### src/design/hrr_pkg.sv
// Shared types, constants and result helpers for the report reassembler.
// Used by every module of the block; depends on nothing.
package hrr_pkg;

    localparam int MSG_PAYLOAD_MAX    = 512;
    localparam int PACKET_PAYLOAD_MAX = 62;
    localparam int FILL_W             = 10;
    localparam int QDEPTH             = 4;
    localparam int QPTR_W             = 2;

    localparam logic [7:0] RESET_BYTE = 8'hFF;
    localparam logic [7:0] SEQ_STEP   = 8'h10;
    localparam logic [5:0] LEN_FAULT  = 6'd63;

    typedef enum logic [1:0] {
        KIND_DATA  = 2'd0,
        KIND_DONE  = 2'd1,
        KIND_ABORT = 2'd2
    } t_kind;

    typedef enum logic [1:0] {
        PH_HEADER  = 2'd0,
        PH_SEQ     = 2'd1,
        PH_PAYLOAD = 2'd2
    } t_phase;

    typedef struct packed {
        t_kind             kind;
        logic [7:0]        data;
        logic [FILL_W-1:0] count;
        logic              ack;
        logic              last;
    } t_res;

    typedef struct packed {
        logic [1:0] cnt;
        t_res       r1;
        t_res       r0;
    } t_pair;

    function automatic t_res f_abort();
        t_res r;
        r       = '0;
        r.kind  = KIND_ABORT;
        return r;
    endfunction

    function automatic t_res f_done(logic [FILL_W-1:0] fill, logic ack);
        t_res r;
        r       = '0;
        r.kind  = KIND_DONE;
        r.count = fill;
        r.ack   = ack;
        return r;
    endfunction

    function automatic t_res f_data(logic [7:0] b, logic [FILL_W-1:0] fill);
        t_res r;
        r       = '0;
        r.kind  = KIND_DATA;
        r.data  = b;
        r.count = fill;
        return r;
    endfunction

    function automatic t_pair f_emit(t_pair p, t_res r);
        t_pair q;
        q = p;
        if (p.cnt == 2'd0) begin
            q.r0  = r;
            q.cnt = 2'd1;
        end else if (p.cnt == 2'd1) begin
            q.r1  = r;
            q.cnt = 2'd2;
        end
        return q;
    endfunction

    function automatic t_pair f_mark_last(t_pair p);
        t_pair q;
        q = p;
        if (p.cnt == 2'd1) begin
            q.r0.last = 1'b1;
        end else if (p.cnt == 2'd2) begin
            q.r1.last = 1'b1;
        end
        return q;
    endfunction

endpackage

### src/design/hrr_front.sv
// Front end: parses the packet byte stream, keeps reassembly state and
// classifies each request into zero to two results. Depends on hrr_pkg.
module hrr_front import hrr_pkg::*; (
    input  logic       i_clk,
    input  logic       i_rst_n,
    input  logic       i_fire,
    input  logic       i_req_type,
    input  logic [7:0] i_byte,
    output logic       o_push,
    output t_pair      o_pair
);

    t_phase            r_phase,    n_phase;
    logic [7:0]        r_header,   n_header;
    logic [5:0]        r_left,     n_left;
    logic              r_exp_flip, n_exp_flip;
    logic [7:0]        r_exp_seq,  n_exp_seq;
    logic              r_open,     n_open;
    logic [FILL_W-1:0] r_fill,     n_fill;
    logic              r_acc,      n_acc;
    logic              r_final,    n_final;

    logic [5:0]  len;
    logic        v_acc;
    logic        v_start;
    logic        v_fin;
    logic [10:0] v_sum;
    t_pair       pair;

    always_ff @(posedge i_clk) begin
        if (!i_rst_n) begin
            r_phase    <= PH_HEADER;
            r_header   <= '0;
            r_left     <= '0;
            r_exp_flip <= 1'b0;
            r_exp_seq  <= '0;
            r_open     <= 1'b0;
            r_fill     <= '0;
            r_acc      <= 1'b0;
            r_final    <= 1'b0;
        end else if (i_fire) begin
            r_phase    <= n_phase;
            r_header   <= n_header;
            r_left     <= n_left;
            r_exp_flip <= n_exp_flip;
            r_exp_seq  <= n_exp_seq;
            r_open     <= n_open;
            r_fill     <= n_fill;
            r_acc      <= n_acc;
            r_final    <= n_final;
        end
    end

    always_comb begin
        n_phase    = r_phase;
        n_header   = r_header;
        n_left     = r_left;
        n_exp_flip = r_exp_flip;
        n_exp_seq  = r_exp_seq;
        n_open     = r_open;
        n_fill     = r_fill;
        n_acc      = r_acc;
        n_final    = r_final;
        len        = r_header[5:0];
        v_acc      = 1'b0;
        v_start    = 1'b0;
        v_fin      = 1'b0;
        v_sum      = '0;
        pair       = '0;

        if (i_req_type) begin
            if (r_open) begin
                pair = f_emit(pair, f_abort());
            end
            n_phase    = PH_HEADER;
            n_header   = '0;
            n_left     = '0;
            n_exp_flip = 1'b0;
            n_exp_seq  = '0;
            n_open     = 1'b0;
            n_fill     = '0;
            n_acc      = 1'b0;
            n_final    = 1'b0;
        end else begin
            case (r_phase)
                PH_SEQ: begin
                    n_acc   = 1'b0;
                    n_final = 1'b0;
                    n_phase = PH_HEADER;
                    n_left  = '0;
                    if (r_header == RESET_BYTE && i_byte == RESET_BYTE) begin
                        if (r_open) begin
                            pair = f_emit(pair, f_abort());
                        end
                        n_exp_flip = 1'b0;
                        n_open     = 1'b0;
                        n_fill     = '0;
                    end else if (len == LEN_FAULT) begin
                        if (r_open) begin
                            pair = f_emit(pair, f_abort());
                        end
                        n_header   = '0;
                        n_exp_flip = 1'b0;
                        n_exp_seq  = '0;
                        n_open     = 1'b0;
                        n_fill     = '0;
                    end else begin
                        if (r_header[7] == r_exp_flip) begin
                            if (r_open) begin
                                pair = f_emit(pair, f_abort());
                            end
                            n_exp_flip = ~r_exp_flip;
                            v_start    = 1'b1;
                            v_acc      = 1'b1;
                        end else if (!r_open) begin
                            v_acc = 1'b0;
                        end else if (i_byte != r_exp_seq) begin
                            pair   = f_emit(pair, f_abort());
                            n_open = 1'b0;
                            n_fill = '0;
                        end else begin
                            v_acc = 1'b1;
                        end

                        if (v_acc) begin
                            if (v_start) begin
                                n_open    = 1'b1;
                                n_fill    = '0;
                                n_exp_seq = i_byte;
                            end
                            v_sum = {5'd0, len} + {1'b0, n_fill};
                            if (v_sum > 11'(MSG_PAYLOAD_MAX)) begin
                                if (n_open) begin
                                    pair = f_emit(pair, f_abort());
                                end
                                n_open = 1'b0;
                                n_fill = '0;
                                v_acc  = 1'b0;
                            end else begin
                                v_fin = (i_byte[7:4] == i_byte[3:0]);
                                if (!v_fin) begin
                                    n_exp_seq = n_exp_seq + SEQ_STEP;
                                end
                                if (len == 6'd0 && v_fin) begin
                                    pair   = f_emit(pair, f_done(n_fill, r_header[6]));
                                    n_open = 1'b0;
                                    n_fill = '0;
                                end
                            end
                        end
                        n_acc   = v_acc;
                        n_final = v_fin;
                        if (len != 6'd0) begin
                            n_phase = PH_PAYLOAD;
                            n_left  = len;
                        end
                    end
                end
                PH_PAYLOAD: begin
                    if (r_acc && r_open) begin
                        pair   = f_emit(pair, f_data(i_byte, r_fill));
                        n_fill = r_fill + 1'b1;
                    end
                    n_left = r_left - 1'b1;
                    if (n_left == 6'd0) begin
                        n_phase = PH_HEADER;
                        if (r_acc && r_final && r_open) begin
                            pair   = f_emit(pair, f_done(n_fill, r_header[6]));
                            n_open = 1'b0;
                            n_fill = '0;
                        end
                        n_acc   = 1'b0;
                        n_final = 1'b0;
                    end
                end
                default: begin
                    n_header = i_byte;
                    n_phase  = PH_SEQ;
                end
            endcase
        end
    end

    assign o_pair = f_mark_last(pair);
    assign o_push = i_fire && (pair.cnt != 2'd0);

endmodule

### src/design/hrr_queue.sv
// Short queue of result pairs between the parser and the output stage.
// Depends on hrr_pkg.
module hrr_queue import hrr_pkg::*; (
    input  logic  i_clk,
    input  logic  i_rst_n,
    input  logic  i_push,
    input  t_pair i_pair,
    input  logic  i_pop,
    output logic  o_ready,
    output logic  o_valid,
    output t_pair o_pair
);

    t_pair             r_mem [QDEPTH];
    logic [QPTR_W-1:0] r_wptr;
    logic [QPTR_W-1:0] r_rptr;
    logic [QPTR_W:0]   r_cnt;

    always_ff @(posedge i_clk) begin
        if (i_push) begin
            r_mem[r_wptr] <= i_pair;
        end
    end

    always_ff @(posedge i_clk) begin
        if (!i_rst_n) begin
            r_wptr <= '0;
            r_rptr <= '0;
            r_cnt  <= '0;
        end else begin
            if (i_push) begin
                r_wptr <= r_wptr + 1'b1;
            end
            if (i_pop) begin
                r_rptr <= r_rptr + 1'b1;
            end
            if (i_push && !i_pop) begin
                r_cnt <= r_cnt + 1'b1;
            end else if (i_pop && !i_push) begin
                r_cnt <= r_cnt - 1'b1;
            end
        end
    end

    assign o_ready = (r_cnt != (QPTR_W + 1)'(QDEPTH));
    assign o_valid = (r_cnt != '0);
    assign o_pair  = r_mem[r_rptr];

endmodule

### src/design/hrr_back.sv
// Output stage: splits queued pairs into single results and holds them in
// the output register until taken. Depends on hrr_pkg.
module hrr_back import hrr_pkg::*; (
    input  logic  i_clk,
    input  logic  i_rst_n,
    input  logic  i_q_valid,
    input  t_pair i_q_pair,
    input  logic  i_ready,
    output logic  o_pop,
    output logic  o_valid,
    output t_res  o_res
);

    logic r_valid;
    logic r_sel;
    t_res r_res;
    logic load;
    logic at_end;

    assign load   = i_q_valid && (!r_valid || i_ready);
    assign at_end = r_sel || (i_q_pair.cnt == 2'd1);
    assign o_pop  = load && at_end;

    always_ff @(posedge i_clk) begin
        if (!i_rst_n) begin
            r_valid <= 1'b0;
            r_sel   <= 1'b0;
        end else if (load) begin
            r_valid <= 1'b1;
            r_sel   <= !at_end;
        end else if (i_ready) begin
            r_valid <= 1'b0;
        end
    end

    always_ff @(posedge i_clk) begin
        if (load) begin
            r_res <= r_sel ? i_q_pair.r1 : i_q_pair.r0;
        end
    end

    assign o_valid = r_valid;
    assign o_res   = r_res;

endmodule

### src/design/hid_report_reassembler.sv
// Top level of the report reassembler: parser, pair queue and output stage.
// Depends on hrr_pkg, hrr_front, hrr_queue and hrr_back.
//
// Takes one stream byte per cycle while the queue has room (tuser high means
// host link lost) and streams payload bytes, completion and abort results,
// one per cycle while tready is high. Most requests give at most one result
// and pass at full rate; a request giving two results (data plus completion,
// or abort plus completion) is handed out as two separate results, and a
// four-entry pair queue between parser and output register absorbs these so
// input stalls only when the queue is full, which back-pressure from a low
// downstream tready can cause. A result passes the pair queue, then the output register.
module hid_report_reassembler import hrr_pkg::*; (
    input  logic        i_clk,
    input  logic        i_rst_n,
    input  logic        i_s_axis_tvalid,
    output logic        o_s_axis_tready,
    input  logic [7:0]  i_s_axis_tdata,   // [7:0] stream_byte
    input  logic        i_s_axis_tuser,   // [0] req_type
    output logic        o_m_axis_tvalid,
    input  logic        i_m_axis_tready,
    output logic [23:0] o_m_axis_tdata,   // [7:0] data_byte, [17:8] count, [18] ack_wanted
    output logic [1:0]  o_m_axis_tuser,   // [1:0] kind
    output logic        o_m_axis_tlast    // last
);

    logic  fire;
    logic  push;
    t_pair f_pair;
    logic  q_ready;
    logic  q_valid;
    t_pair q_pair;
    logic  pop;
    logic  b_valid;
    t_res  b_res;

    assign fire = i_s_axis_tvalid && q_ready;

    hrr_front u_front (
        .i_clk      (i_clk),
        .i_rst_n    (i_rst_n),
        .i_fire     (fire),
        .i_req_type (i_s_axis_tuser),
        .i_byte     (i_s_axis_tdata),
        .o_push     (push),
        .o_pair     (f_pair)
    );

    hrr_queue u_queue (
        .i_clk   (i_clk),
        .i_rst_n (i_rst_n),
        .i_push  (push),
        .i_pair  (f_pair),
        .i_pop   (pop),
        .o_ready (q_ready),
        .o_valid (q_valid),
        .o_pair  (q_pair)
    );

    hrr_back u_back (
        .i_clk     (i_clk),
        .i_rst_n   (i_rst_n),
        .i_q_valid (q_valid),
        .i_q_pair  (q_pair),
        .i_ready   (i_m_axis_tready),
        .o_pop     (pop),
        .o_valid   (b_valid),
        .o_res     (b_res)
    );

    assign o_s_axis_tready = q_ready;
    assign o_m_axis_tvalid = b_valid;
    assign o_m_axis_tdata  = {5'd0, b_res.ack, b_res.count, b_res.data};
    assign o_m_axis_tuser  = b_res.kind;
    assign o_m_axis_tlast  = b_res.last;

endmodule

### config.mk
export PLATFORM = sky130hd
export DESIGN_NAME = hid_report_reassembler
export DESIGN_NICKNAME = d
export VERILOG_FILES = /design/src/design/hrr_pkg.sv /design/src/design/hrr_front.sv /design/src/design/hrr_queue.sv /design/src/design/hrr_back.sv /design/src/design/hid_report_reassembler.sv
export SDC_FILE = /design/constraint.sdc
export NUM_CORES = 1
export LEC_CHECK = 0
export ABC_AREA = 1
export BUFFER_PORTS_ARGS = -buffer_cell sky130_fd_sc_hd__buf_2
export CELL_PAD_IN_SITES_DETAIL_PLACEMENT = 1
export CELL_PAD_IN_SITES_GLOBAL_PLACEMENT = 1
export CORE_ASPECT_RATIO = 1.4
export CORE_MARGIN = 2
export CORE_UTILIZATION = 49
export DETAILED_ROUTE_END_ITERATION = 16
export HOLD_SLACK_MARGIN = 0.03
export PLACE_DENSITY_LB_ADDON = 0.1
export SKIP_CTS_REPAIR_TIMING = 1
export SLEW_MARGIN = 10
export SYNTH_ARGS = -nofsm -noshare
export SYNTH_HDL_FRONTEND = slang
export SYNTH_SLANG_ARGS = --single-unit
### constraint.sdc
create_clock -name i_clk -period 5.5 [get_ports i_clk]
set_input_delay 0.275 -clock i_clk [delete_from_list [all_inputs] [get_ports i_clk]]
set_output_delay 0.275 -clock i_clk [all_outputs]
set_load 0.005 [all_outputs]
# Word level (Yosys, flattened, before mapping)
# Memory sizes are Yosys's and may differ from the RTL's. A register that Yosys moved wholly into a read port is not among the register bits.
# Index checks and enable logic that the tools add are counted.
[word_totals] register_bits=69 latch_bits=0 mem_bits_rw=184 mem_bits_ro=0 inputBits=13 output_inout_bits=29 n_memories=1
[classes] add_sub_neg=8 multipliers=0 n_div=0 magnitude_cmp=1 n_eq_ne=20 shifts=0 n_mux=138 bitwise_logic=1 n_reduce_logical=37
[memory_table] name="u_queue.r_mem" words=4 width=46 rd=1 rd_ports_with_merged_regs=1 write_ports=1 line_no="hrr_queue.sv:14" text="t_pair r_mem [QDEPTH];"
[ops] op="$mux W46" n=17
[ops] op="$mux W10" n=18
[ops] op="$mux W22" n=7
[ops] op="$mux W45" n=3
[ops] op="$mux W8" n=16
[ops] op="$pmux W46 S2" n=1
[ops] op="$mux W24" n=3
[ops] op="$mux W1" n=50
[ops] op="$mux W6" n=4
[ops] op="$mux W2" n=10
[ops] op="$pmux W10 S2" n=1
[ops] op="$eq A8 B8 Y1 const B" n=2
[ops] op="$pmux W8 S2" n=1
[ops] op="$logic_not A6 Y1" n=2
[ops] op="$pmux W6 S2" n=1
[ops] op="$reduce_and A4 Y1" n=3
[ops] op="$add A6 B10 Y11" n=1
[ops] op="$gt A11 B10 Y1 const B" n=1
[ops] op="$logic_and A1 B1 Y1" n=11
[ops] op="$add A10 B1 Y10 const B" n=1
[ops] op="$eq A2 B1 Y1 const B" n=5
[ops] op="$ne A3 B2 Y1 const B" n=3
[ops] op="$reduce_bool A3 Y1" n=3
[ops] op="$add A8 B5 Y8 const B" n=1
[ops] op="23 further kinds" n=40

# Longest topological paths before layout
# Gate-level depths: netlist of the first run.
[logic_depth] depth_word=28 mapped_depth=40 mapped_depth_nobuf=40

# Hierarchy
# Synthesis of the first run repeated with hierarchy kept, for this count alone.
[unflattened] cells_unflattened=1210 hier_area_um2=12099.1
[modules_own_cells] module="hrr_queue" instances=1 cells_each=503 area_each_um2=7267.0
[modules_own_cells] module="hrr_front" instances=1 cells_each=593 area_each_um2=3747.3
[modules_own_cells] module="hrr_back" instances=1 cells_each=106 area_each_um2=1036.0
[modules_own_cells] module="hid_report_reassembler" instances=1 cells_each=8 area_each_um2=48.8

# Worst setup path before layout of the first run
# No wires, ideal clock.
[synth_timing] kind="reg-to-reg" from="register u_front.r_header[7]" to="memory u_queue.r_mem[0][0] (netlist name) (enable)" t_arrival_ps=4647 required_time_ps=5067 setup_slack_ps=420 path_stages_with_launch=30 path_buffers=0 synth_period_minus_slack_ps=5080 cell_sequence="dfxtp_1 > nand2_1 > inv_2 > nor2_1 > inv_2 > nor2_1 > nand2_2 > inv_1 > nor3_1 > ha_1 > fa_1 > nand3_1 > nand2_1 > nand2_1 > nand2_1 > nand2_1 > nand2_1 > inv_1 > nand2_1 > nand2_1 > nand2_1 > nor2_1 > nand2_1 > nand2_2 > nand4_2 > o21bai_1 > a21oi_2 > nand2_2 > nand2_1 > nor2_1"
[synth_between] elab_chain_len=24 word_cells_on_any_way=52 cone_classes="add/sub: 1; order compare: 1; eq/ne: 3; mux: 43; reduce/logical: 4"
[synth_rtl] item="start: declaration" line_no="hrr_front.sv:14" text="logic [7:0] r_header, n_header;"
[synth_rtl] item="start signal: assignment" line_no="hrr_front.sv:43" text="r_header <= n_header;"
[synth_rtl] item="$eq A1 B1 Y1" line_no="hrr_front.sv:108" text="if (r_header[7] == r_exp_flip) begin"
[synth_rtl] item="$mux W1" line_no="hrr_front.sv:108"
[synth_rtl] item="$mux W1" line_no="hrr_front.sv:98" text="end else if (len == LEN_FAULT) begin"
[synth_rtl] item="$mux W1" line_no="hrr_front.sv:91" text="if (r_header == RESET_BYTE && i_byte == RESET_BYTE) begin"
[synth_rtl] item="$mux W1" line_no="hrr_front.sv:85" text="case (r_phase)"
[synth_rtl] item="$mux W1" line_no="hrr_front.sv:71" text="if (i_req_type) begin"
[synth_rtl] item="$mux W10" line_no="hrr_front.sv:126" text="if (v_start) begin"
[synth_rtl] item="$mux W10" line_no="hrr_front.sv:125" text="if (v_acc) begin"
[synth_rtl] item="(+8 left out)"
[synth_rtl] item="$mux W46" line_no="hrr_front.sv:98"
[synth_rtl] item="$mux W46 *" line_no="hrr_front.sv:91"
[synth_rtl] item="$pmux W46 S2 *" line_no="hrr_front.sv:85"
[synth_rtl] item="$mux W46 *" line_no="hrr_front.sv:71"
[synth_rtl] item="$reduce_bool A2 Y1 *" line_no="hrr_front.sv:185" text="assign o_push = i_fire && (pair.cnt != 2'd0);"
[synth_rtl] item="$logic_and A1 B1 Y1 *" line_no="hrr_front.sv:185"
[synth_rtl] item="$mux W1 *" line_no="hrr_queue.sv:20" text="if (i_push) begin"
[synth_rtl] item="$mux W1 (implied by the code) *" line_no="hrr_queue.sv:21" text="r_mem[r_wptr] <= i_pair;"
[synth_rtl] item="end: declaration" line_no="hrr_queue.sv:14"
# Every way passes the cells marked *; elsewhere a longest branch is shown, timed or not. The select of a mux whose other input is x is not followed.

# Worst setup path in the final report of the first run
[layout_timing] from="register u_front.r_exp_seq[5]" to="register u_queue.r_cnt[2]"
[layout_between] elab_chain_len=23 word_cells_on_any_way=54 cone_classes="add/sub: 1; order compare: 1; eq/ne: 2; mux: 43; reduce/logical: 7"
[layout_rtl] item="start: declaration" line_no="hrr_front.sv:17" text="logic [7:0] r_exp_seq, n_exp_seq;"
[layout_rtl] item="start signal: assignment" line_no="hrr_front.sv:46" text="r_exp_seq <= n_exp_seq;"
[layout_rtl] item="$ne A8 B8 Y1 *" line_no="hrr_front.sv:117" text="end else if (i_byte != r_exp_seq) begin"
[layout_rtl] item="$mux W10 / $mux W45 (equally long branches)" line_no="hrr_front.sv:117"
[layout_rtl] item="$mux W10 / $mux W46 (equally long branches)" line_no="hrr_front.sv:115" text="end else if (!r_open) begin"
[layout_rtl] item="$mux W10 / $mux W46 (equally long branches)" line_no="hrr_front.sv:108"
[layout_rtl] item="$mux W10 / $mux W46 (equally long branches)" line_no="hrr_front.sv:126, hrr_front.sv:98"
[layout_rtl] item="$mux W10 / $mux W46 (equally long branches)" line_no="hrr_front.sv:125, hrr_front.sv:91"
[layout_rtl] item="$mux W10 / $mux W46 (equally long branches)" line_no="hrr_front.sv:98, hrr_front.sv:85"
[layout_rtl] item="$mux W10 / $mux W46 (equally long branches)" line_no="hrr_front.sv:91, hrr_front.sv:71"
[layout_rtl] item="(+8 left out)"
[layout_rtl] item="$pmux W46 S2 *" line_no="hrr_front.sv:85"
[layout_rtl] item="$mux W46 *" line_no="hrr_front.sv:71"
[layout_rtl] item="$reduce_bool A2 Y1 *" line_no="hrr_front.sv:185"
[layout_rtl] item="$logic_and A1 B1 Y1 *" line_no="hrr_front.sv:185"
[layout_rtl] item="via push" line_no="hid_report_reassembler.sv:27" text="logic push;"
[layout_rtl] item="$logic_not A1 Y1" line_no="hrr_queue.sv:39" text="end else if (i_pop && !i_push) begin"
[layout_rtl] item="$logic_and A1 B1 Y1" line_no="hrr_queue.sv:39"
[layout_rtl] item="$reduce_bool A2 Y1 (no line)"
[layout_rtl] item="end signal: assignment" line_no="hrr_queue.sv:38" text="r_cnt <= r_cnt + 1'b1;"
[layout_rtl] item="end signal: assignment" line_no="hrr_queue.sv:40" text="r_cnt <= r_cnt - 1'b1;"
[layout_rtl] item="end: declaration" line_no="hrr_queue.sv:17" text="logic [QPTR_W:0] r_cnt;"
# Mark *: on every way through the listed nets, which the timed path passes. The rest lies on a longest branch. The select of a mux whose other input is x is not followed.
# A chain may end at the register's enable or synchronous reset.

==> flow_summary.json, run 1 <==
{
  "avgSynthCellArea_sq_um": 9.61,
  "grt_pass1_vias": 8495,
  "fmax_mhz": 210,
  "hpwl_um": 18500,
  "reg2reg_to": "u_queue.r_cnt[2]",
  "tns_ps": 0,
  "grt_max_degree": 41,
  "fp.dieH_um": 177,
  "r2r_start": "u_front.r_exp_seq[5]",
  "power_frac_comb": 0.243,
  "clkSlewWorstSetupHoldPaths_ps": 60,
  "relSlewSlack": 0.268,
  "skew_ps": 17.0,
  "status": "complete, no violations",
  "fin_nets": 1161,
  "slew_viol_final": 0,
  "start_kind": "flip-flop",
  "clk_latency_ps": 510,
  "arrival_ps": 5190,
  "rows": 63,
  "via_per_inst": 5.75,
  "area_growth_pct": 10.8,
  "placed_area_sq_um": 11000,
  "p_clk_frac": 0.305,
  "crit_family": "simple AND/OR/NAND/NOR gates",
  "worstHoldPathType": "in -> reg",
  "cp_num_buf_inv": 3,
  "drtPass1Iterations": 5,
  "power.density_nw_per_um2": 407,
  "p_total_uw": 4740,
  "synth_area_sq_um": 10500,
  "wl_per_cell_um": 20.1,
  "seq_power_share": 0.452,
  "reg2reg_slack_ps": 740,
  "final_common_cell": "nor2_1",
  "cts_sinks": 223,
  "vias": 8008,
  "drv_cap": 0,
  "clock_tree.root_cell": "clkbuf_16",
  "cts_buffer_depth": 3,
  "antenna_cells": 0,
  "ys_dominant_reg_cell": "edfxtp_1",
  "tightest_slew_ps": 1100,
  "netSwitchingPower_uw": 1520,
  "peakVddDrop_v": 0.000257,
  "drt_wl_total_um": 28000,
  "crit_path_max_incr_delay_ps": 450,
  "route.detailed.drc": 0,
  "ys.warnings.count": 0,
  "dp.cells": 1356,
  "synthCells": 1093,
  "worst_ep_required_time_ps": 5930,
  "core-area_sq_um": 21100,
  "grt_pass1_wl_um": 44100,
  "cp_slowest_cell": "fa_1",
  "r2r_cells": 36,
  "cellLeakagePower_uw": 0.00436,
  "initialDrtViolationCount": 537,
  "io_pins": 42,
  "crit_end": "u_queue.r_cnt[2]",
  "swShare": 0.321,
  "final_cells": 1393,
  "rsz0062_at_grt": "false",
  "cts_buffers": 23,
  "fin_crit_ps": 4760,
  "place.port_buffers": 36,
  "gr-total-overflow": 0,
  "die_w_um": 128,
  "htreeDepth": 1,
  "finalCritPeriodShare": 0.866,
  "synth-edff-count": 174,
  "worst_slack_ps": 737,
  "crit_type": "reg -> reg",
  "setup_violations": 0,
  "gp_congestion": 0.839,
  "intPower_uw": 3220,
  "antenna_found_initial": 0,
  "dp_slack_ps": 391,
  "cts_tree": "yes",
  "ys_seq_area_frac": 0.591,
  "drive_above_1_share": 0.107,
  "synthArstFlopShare": 0,
  "end_kind": "flip-flop",
  "layout_common_cells": "182 x nor2_1, 174 x edfxtp_1, 143 x nand2_1",
  "initial_core_util": 0.497,
  "worstPathMaxFanout": 6,
  "grt_use_total": 0.249,
  "hold_viol_final": 0,
  "ant_nets": 0,
  "design_area_sq_um": 11600,
  "cp_common_cell": "nand2_1",
  "dieArea_sq_um": 22600,
  "startpoint": "u_front.r_exp_seq[5]",
  "ys_seq_elements": 223,
  "ys_types": 48,
  "cp_num_cells": 36
}
==> state kept, by name, summed over array words and instances, names as in the netlist, 2 cells and up, named ones only <==
name / count
u_front.r_exp_seq: 8
u_queue.r_wptr: 2
u_queue.r_mem: 152
u_front.r_left: 6
u_queue.r_rptr: 2
u_front.r_phase: 2
u_front.r_header: 8
u_queue.r_cnt: 3
u_front.r_fill: 10
u_back.o_res: 22
==> cell usage after synthesis (2+ instances only) <==
cell type | count | area (sq um)
nor2_1 | 187 | 702
o21ai_1 | 5 | 25.0
buf_4 | 5 | 37.5
o21ai_0 | 106 | 531
o21bai_1 | 2 | 15.0
a21oi_2 | 2 | 17.5
xor2_1 | 14 | 123
nor2_2 | 5 | 31.3
nand3_2 | 2 | 20.0
nor4_1 | 2 | 12.5
buf_2 | 8 | 40.0
a211oi_1 | 7 | 52.6
a31oi_1 | 15 | 93.8
o22ai_1 | 24 | 150
o211ai_1 | 11 | 82.6
nand3_1 | 31 | 155
inv_1 | 87 | 327
nand2_2 | 5 | 31.3
ha_1 | 25 | 313
nor3_1 | 33 | 165
dfxtp_1 | 49 | 981
nand2_1 | 144 | 541
nand4_1 | 7 | 43.8
inv_2 | 7 | 26.3
xnor2_1 | 7 | 61.3
fa_1 | 2 | 40.0
a21oi_1 | 63 | 315
edfxtp_1 | 174 | 5230
buf_6 | 2 | 22.5
nand2_4 | 2 | 22.5
clkinv_1 | 5 | 18.8
clkbuf_1 | 39 | 146
==> power groups by stage <==
stage               Sequential, uW  Combinational (uW)  Clock [uW]
finish                        2140                1150        1450
CTS                           2150                1160        1470
floorplan                     2140                 752           0
global route                  2160                1290        1530
global placement              2170                1110           0
detailed placement            2180                1150           0
==> layout make-up <==
type / instances / area (sq um)
well taps: 260 / 325
flip-flops and latches: 223 / 6210
repair buffers: 54 / 315
inverters: 99 / 372
clock buffers: 29 / 608
multi-input cells: 720 / 3740
clock inverters: 8 / 72.6
fillers: 2383 / 9490
==> per-layer routing <==
layer / track usage / wire length, um / vias up
met5: 0 / 0 / -
met4: 0.0865 / 742 / 0
met3: 0.0260 / 1060 / 52
met2: 0.462 / 14800 / 165
met1: 0.298 / 11300 / 3997
li1: - / - / 3794
==> worst min-delay path, delay by kind of cell <==
family / cells / cell delay, ps
AO/OA/AOI/OAI: 1 / 50
buffers and inverters: 1 / 130
AND/OR/NAND/NOR: 1 / 60
==> how the worst min path moves through the flow <==
stage | from | to | slack [ps] | depth (start not counted)
global route | i_s_axis_tdata[1] | u_front.r_exp_seq[1] | 70 | 3
detailed placement | u_queue.r_rptr[1] | flip-flop | 470 | 2
CTS | i_s_axis_tdata[1] | u_front.r_exp_seq[1] | 50 | 3
floorplan | i_rst_n | u_front.r_open | 410 | 2
global placement | u_queue.r_rptr[1] | u_queue.r_rptr[1] | 450 | 2
finish | i_s_axis_tdata[1] | u_front.r_exp_seq[1] | 70 | 3
==> stage by stage <==
| stage | utilization | hold slack (ps) |
|---|---|---|
| after floorplan | - | 413 |
| after global placement | 0.518 | 452 |
| after detailed placement | 0.518 | 465 |
| after CTS | 0.551 | 46.6 |
| after global routing | 0.551 | 67.2 |
| final | 0.551 | 65.2 |
==> logic make-up (layout without fill, tap and decap cells) <==
kind of cell	Yosys count	after routing	synth area share
AOI/OAI and AO/OA	242	242	0.128
xor gates and xnor gates	22	22	0.0191
adders and majority gates	27	27	0.0336
buffers and inverters	154	190	0.0592
DFF	223	223	0.591
other	1	5	0.000357
and+or+nand+nor	424	424	0.169
(Power assumes the default switching activity.)
==> run 2: changes to the inputs <==
Settings changed: CORE_MARGIN 2 to 10.
==> run 2 against run 1 <==
Setup slack gained 21 ps; clock power is essentially flat; clock-buffer cell count unchanged; non-clock buffer count down 1; register-to-register slack improved by 20 ps; global-route usage down 5.1 points; power grew 0.22%; die area up 23%; worst hold slack better by 16 ps; combinational power hardly changed; clock skew fell by 2.5 ps; maximum frequency up 0.44%; critical endpoint unchanged.
==> flow_summary.json, run 2 (same netlist as run 1, synthesis figures left out) <==
{
  "clk_latency_ps": 510,
  "power.density_nw_per_um2": 407,
  "final_common_cell": "nor2_1",
  "tightest_slew_ps": 1070,
  "io_pins": 42,
  "htreeDepth": 1,
  "p_total_uw": 4750,
  "fp.dieH_um": 193,
  "gp_congestion": 0.881,
  "die_w_um": 144,
  "vias": 7872,
  "initialDrtViolationCount": 394,
  "rows": 63,
  "intPower_uw": 3230,
  "cts_sinks": 223,
  "cellLeakagePower_uw": 0.00438,
  "fmax_mhz": 211,
  "worstHoldPathType": "in -> reg",
  "core-area_sq_um": 21100,
  "clkSlewWorstSetupHoldPaths_ps": 60,
  "fin_crit_ps": 4740,
  "p_clk_frac": 0.310,
  "tns_ps": 0,
  "hold_viol_final": 0,
  "skew_ps": 14.5,
  "clock_tree.root_cell": "clkbuf_16",
  "antenna_cells": 0,
  "gr-total-overflow": 0,
  "cts_buffer_depth": 3,
  "crit_path_max_incr_delay_ps": 440,
  "finalCritPeriodShare": 0.862,
  "power_frac_comb": 0.247,
  "regMostFlops": "u_queue.r_mem",
  "setup_violations": 0,
  "cts_tree": "yes",
  "crit_type": "reg -> reg",
  "cts_buffers": 23,
  "relSlewSlack": 0.285,
  "grt_pass1_vias": 8250,
  "start_kind": "flip-flop",
  "startpoint": "u_front.r_header[7]",
  "seq_power_share": 0.443,
  "worst_ep_required_time_ps": 5940,
  "cp_common_cell": "nand2_1",
  "drtPass1Iterations": 4,
  "end_kind": "flip-flop",
  "arrival_ps": 5180,
  "dieArea_sq_um": 27800,
  "grt_use_total": 0.198,
  "area_growth_pct": 11.1,
  "route.detailed.drc": 0,
  "grt_pass1_wl_um": 44100,
  "r2r_start": "u_front.r_header[7]",
  "netSwitchingPower_uw": 1520,
  "drt_wl_total_um": 27600,
  "rsz0062_at_grt": "false",
  "drv_cap": 0,
  "place.port_buffers": 36,
  "grt_max_degree": 75,
  "largest_reg_flops": 152,
  "fin_nets": 1160,
  "peakVddDrop_v": 0.000233,
  "wl_per_cell_um": 19.8,
  "slew_viol_final": 0,
  "cp_slowest_cell": "fa_1",
  "status": "complete, no violations",
  "ant_nets": 0,
  "via_per_inst": 5.63,
  "worstPathMaxFanout": 6,
  "initial_core_util": 0.497,
  "hold_start": "i_s_axis_tdata[1]",
  "antenna_found_initial": 0,
  "swShare": 0.319,
  "drive_above_1_share": 0.108,
  "layout_common_cells": "182 x nor2_1, 174 x edfxtp_1, 143 x nand2_1",
  "hpwl_um": 18300
}
## run 2: per-stage QoR
| step | hold WS (ps) | worst slack [ps] | std cells | cell area (sq um) | util |
|---|---|---|---|---|---|
| final | 81.3 | 758 | 1397 | 11700 | 0.552 |
| after global placement | 454 | 671 | 1355 | 10900 | 0.518 |
| after CTS | 64.4 | 546 | 1397 | 11700 | 0.552 |
| after floorplan | 413 | 420 | 1097 | 10500 | - |
| after global routing | 93.2 | 132 | 1397 | 11700 | 0.552 |
| after detailed placement | 464 | 498 | 1355 | 10900 | 0.518 |
## run 2: critical path, delay by kind of cell (launching register included)
family,cells,cell delay (ps)
adder cells (fa/ha/maj),4,1270
AND/OR/NAND/NOR,23,1970
flip-flops,1,430
buffers and inverters,5,470
AO/OA/AOI/OAI,4,530
## run 2: final cells by class
class / count / area (sq um)
clock buffer: 29 / 618
clock inverter: 13 / 95.1
fill: 2420 / 9460
inverter: 99 / 372
multi-input combinational: 720 / 3740
sequential: 223 / 6210
tap: 260 / 325
timing repair buffer: 53 / 308
## run 2: routing by layer
layer,global-route usage,routed length [um]
met4,0.0578,616
met3,0.0238,906
met5,0,0
met1,0.237,11500
met2,0.359,14600
## run 2: worst paths after layout
path / to / slack [ps] / cells after the start
worst max-delay path: u_queue.r_cnt[2] / 760 / 36
worst min-delay path: u_front.r_exp_seq[1] / 80 / 3
worst max register to register: u_queue.r_cnt[2] / 760 / 36
worst min register to register: u_front.r_final / 470 / 2
## run 2: power by group through the flow
stage / Sequential [uW] / Combinational (uW) / Clock, uW
final: 2100 / 1170 / 1470
after global routing: 2120 / 1340 / 1580
after CTS: 2110 / 1190 / 1490
after detailed placement: 2140 / 1180 / 0
after global placement: 2130 / 1150 / 0
after floorplan: 2140 / 752 / 0
==> run 3: changes to the inputs <==
Settings changed: ABC_AREA 1 to 0, CORE_UTILIZATION 49 to 52, CTS_BUF_LIST set to sky130_fd_sc_hd__clkbuf_4 sky130_fd_sc_hd__clkbuf_8 sky130_fd_sc_hd__clkbuf_16.
==> run 3 against run 2 <==
Design area fell by 0.70%; routed wire length fell by 7.1%; clock power down 3%; non-clock buffer count is 2 lower; die area is 5.9% lower; utilization grew 3.4 points; worst hold slack lost 6.4 ps; sequential power hardly changed; area after synthesis fell by 0.95%; sequential share of layout area is 0.37 points higher; critical path type unchanged.
==> flow_summary.json, run 3 <==
{
  "route.detailed.drc": 0,
  "synth-edff-count": 174,
  "synthCells": 768,
  "wl_per_cell_um": 23.8,
  "drv_cap": 0,
  "grt_pass1_wl_um": 39800,
  "crit_path_max_incr_delay_ps": 480,
  "finalCritPeriodShare": 0.924,
  "final_common_cell": "edfxtp_1",
  "swShare": 0.272,
  "r2r_start": "u_front.r_exp_seq[4]",
  "clock_tree.root_cell": "clkbuf_16",
  "p_total_uw": 4360,
  "ys_types": 79,
  "relSlewSlack": 0.360,
  "antenna_found_initial": 0,
  "p_clk_frac": 0.328,
  "hpwl_um": 17900,
  "design_area_sq_um": 11600,
  "regArea_sq_um": 6210,
  "vias": 6488,
  "ys.warnings.count": 0,
  "synth_largest_area_cell": "edfxtp_1",
  "crit_family": "compound AO/OA/AOI/OAI gates",
  "fin_crit_ps": 5080,
  "regMostFlops": "u_queue.r_mem",
  "hold_start": "i_m_axis_tready",
  "via_per_inst": 6.01,
  "dieArea_sq_um": 26100,
  "drt_wl_total_um": 25700,
  "final_util": 0.586,
  "slew_viol_final": 0,
  "drive_above_1_share": 0.206,
  "cts_sinks": 223,
  "initialDrtViolationCount": 414,
  "reg2reg_slack_ps": 420,
  "rows": 61,
  "clk_latency_ps": 500,
  "synthArstFlopShare": 0,
  "drtPass1Iterations": 5,
  "status": "complete, no violations",
  "dp.cells": 1038,
  "netSwitchingPower_uw": 1180,
  "worstHoldPathType": "in -> reg",
  "placed_area_sq_um": 10900,
  "reg2reg_to": "u_queue.r_cnt[2]",
  "r2r_cells": 19,
  "synth_area_sq_um": 10400,
  "seq_power_share": 0.479,
  "grt_pass1_vias": 6969,
  "synth_top_area_share": 0.502,
  "clkSlewWorstSetupHoldPaths_ps": 60,
  "ys_seq_elements": 223,
  "antenna_cells": 0,
  "avgSynthCellArea_sq_um": 13.5,
  "gr-total-overflow": 0,
  "final_cells": 1079,
  "grt_use_total": 0.191,
  "post-synth-top-count-cell": "edfxtp_1",
  "hold_path_end": "u_back.o_valid",
  "cp_num_buf_inv": 1,
  "whs_path_depth": 4,
  "nFillCells": 1946,
  "crit_chain": "xnor2_1, and4_1, a21boi_4, nor3_1, ha_1, fa_1, nand4b_1, a2111o_1, a311oi_2, o2111ai_1, o21ai_2, nor3_1, a21oi_2, ha_1, inv_1, fa_1, xor2_1, or3_1, a21boi_0",
  "power.density_nw_per_um2": 376,
  "synth.top_cells.by_count": "174 x edfxtp_1, 52 x nand2_1, 49 x dfxtp_1, 49 x nor2_1, 36 x mux4_2",
  "largest_reg_flops": 152,
  "power_frac_comb": 0.193,
  "setup_violations": 0,
  "core-area_sq_um": 19800,
  "rsz0062_at_grt": "false",
  "cts_buffer_depth": 3,
  "worst_ep_required_time_ps": 5930,
  "layout_common_cells": "174 x edfxtp_1, 52 x nand2_1, 48 x nor2_1, 48 x dfxtp_1",
  "crit_type": "reg -> reg",
  "die_w_um": 140,
  "place.port_buffers": 36,
  "gp_congestion": 0.857,
  "peakVddDrop_v": 0.000188,
  "tns_ps": 0,
  "cellLeakagePower_uw": 0.00402,
  "multiInputGateArea_sq_um": 3950,
  "worstPathMaxFanout": 6,
  "ys_dominant_reg_cell": "edfxtp_1",
  "arrival_ps": 5510,
  "end_kind": "flip-flop",
  "intPower_uw": 3170,
  "fmax_mhz": 197,
  "fp.dieH_um": 187,
  "start_kind": "flip-flop",
  "skew_ps": 11.2,
  "fin_nets": 851,
  "ys_seq_area_frac": 0.597,
  "ys_top_cells_by_area": "edfxtp_1 50%, dfxtp_1 9.4%, mux4_2 7.8%, ha_1 3.0%, xnor2_1 1.9%",
  "tightest_slew_ps": 959,
  "area_growth_pct": 11.4,
  "grt_max_degree": 49,
  "hold_viol_final": 0,
  "cts_tree": "yes",
  "htreeDepth": 1,
  "cts_buffers": 23,
  "cp_slowest_cell": "fa_1",
  "ant_nets": 0,
  "io_pins": 42,
  "initial_core_util": 0.526
}
[run 3: cell types whose count changed in the layout (fill, tap and decap cells not counted), moves of 29 or more]
cell	before	now
a21oi_1	63	12
inv_1	86	21
mux4_2	0	36
nand2_1	143	52
nor2_1	182	48
nor2b_1	0	29
o21ai_0	106	21
[run 3: routing by layer]
| layer | GRT usage | wire [um] | part of all wire |
|---|---|---|---|
| met1 | 0.227 | 10500 | 0.41 |
| met2 | 0.354 | 13800 | 0.54 |
| met3 | 0.0246 | 825 | 0.032 |
| met4 | 0.0478 | 572 | 0.022 |
| met5 | 0 | 0 | 0 |
[run 3: area by class of cell]
type	instances	share of cell area
clock buffers	30	0.0542
clock inverters	11	0.00518
well taps	252	0.0272
multi-input cells	490	0.341
repair buffers	51	0.0296
flip-flops and latches	223	0.536
inverters	22	0.00713
[run 3: worst max path at each step]
stage                          end  cells after the start            startpoint  slack, ps
3_5_place_dp      u_queue.r_cnt[2]                     21     i_s_axis_tdata[1]         60
6_report          u_queue.r_cnt[2]                     19  u_front.r_exp_seq[4]        420
3_3_place_gp      u_queue.r_cnt[2]                     21     i_s_axis_tdata[1]        300
2_1_floorplan  u_queue.r_mem[0][0]                     14  u_front.r_exp_seq[4]        800
5_1_grt           u_queue.r_cnt[2]                     20  u_front.r_exp_seq[1]         70
4_1_cts           u_queue.r_cnt[2]                     20  u_front.r_exp_seq[2]        170
[run 3: logic make-up (layout without fill, tap and decap cells)]
family,Yosys count,after routing,synth area share
flip-flops,223,223,0.597
adder cells (fa/ha/maj),27,27,0.0339
buffers and inverters,59,114,0.0266
XOR/XNOR,33,33,0.0285
multiplexers,63,63,0.106
AO/OA/AOI/OAI,116,116,0.0812
AND/OR/NAND/NOR,246,246,0.127
other,1,5,0.000361
[run 3: worst reg2reg max path, delay by kind of cell, from the launching register on]
kind	cells	cell delay (ps)
buffers and inverters	1	70
AO/OA/AOI/OAI	7	1830
adder cells (fa/ha/maj)	4	1400
XOR/XNOR	2	290
flip-flops	1	400
AND/OR/NAND/NOR	5	1020
[run 3: power groups by stage]
stage	Clock, uW	Combinational (uW)	Sequential, uW
2_1_floorplan	0	529	2080
3_3_place_gp	0	825	2120
3_5_place_dp	0	852	2130
4_1_cts	1460	862	2090
5_1_grt	1540	915	2110
6_report	1430	841	2090
[run 3: through the flow]
step	hold WS [ps]	setup WS, ps
6_report	74.9	421
4_1_cts	66.8	174
2_1_floorplan	433	804
3_3_place_gp	468	304
3_5_place_dp	485	62.6
5_1_grt	108	67.9
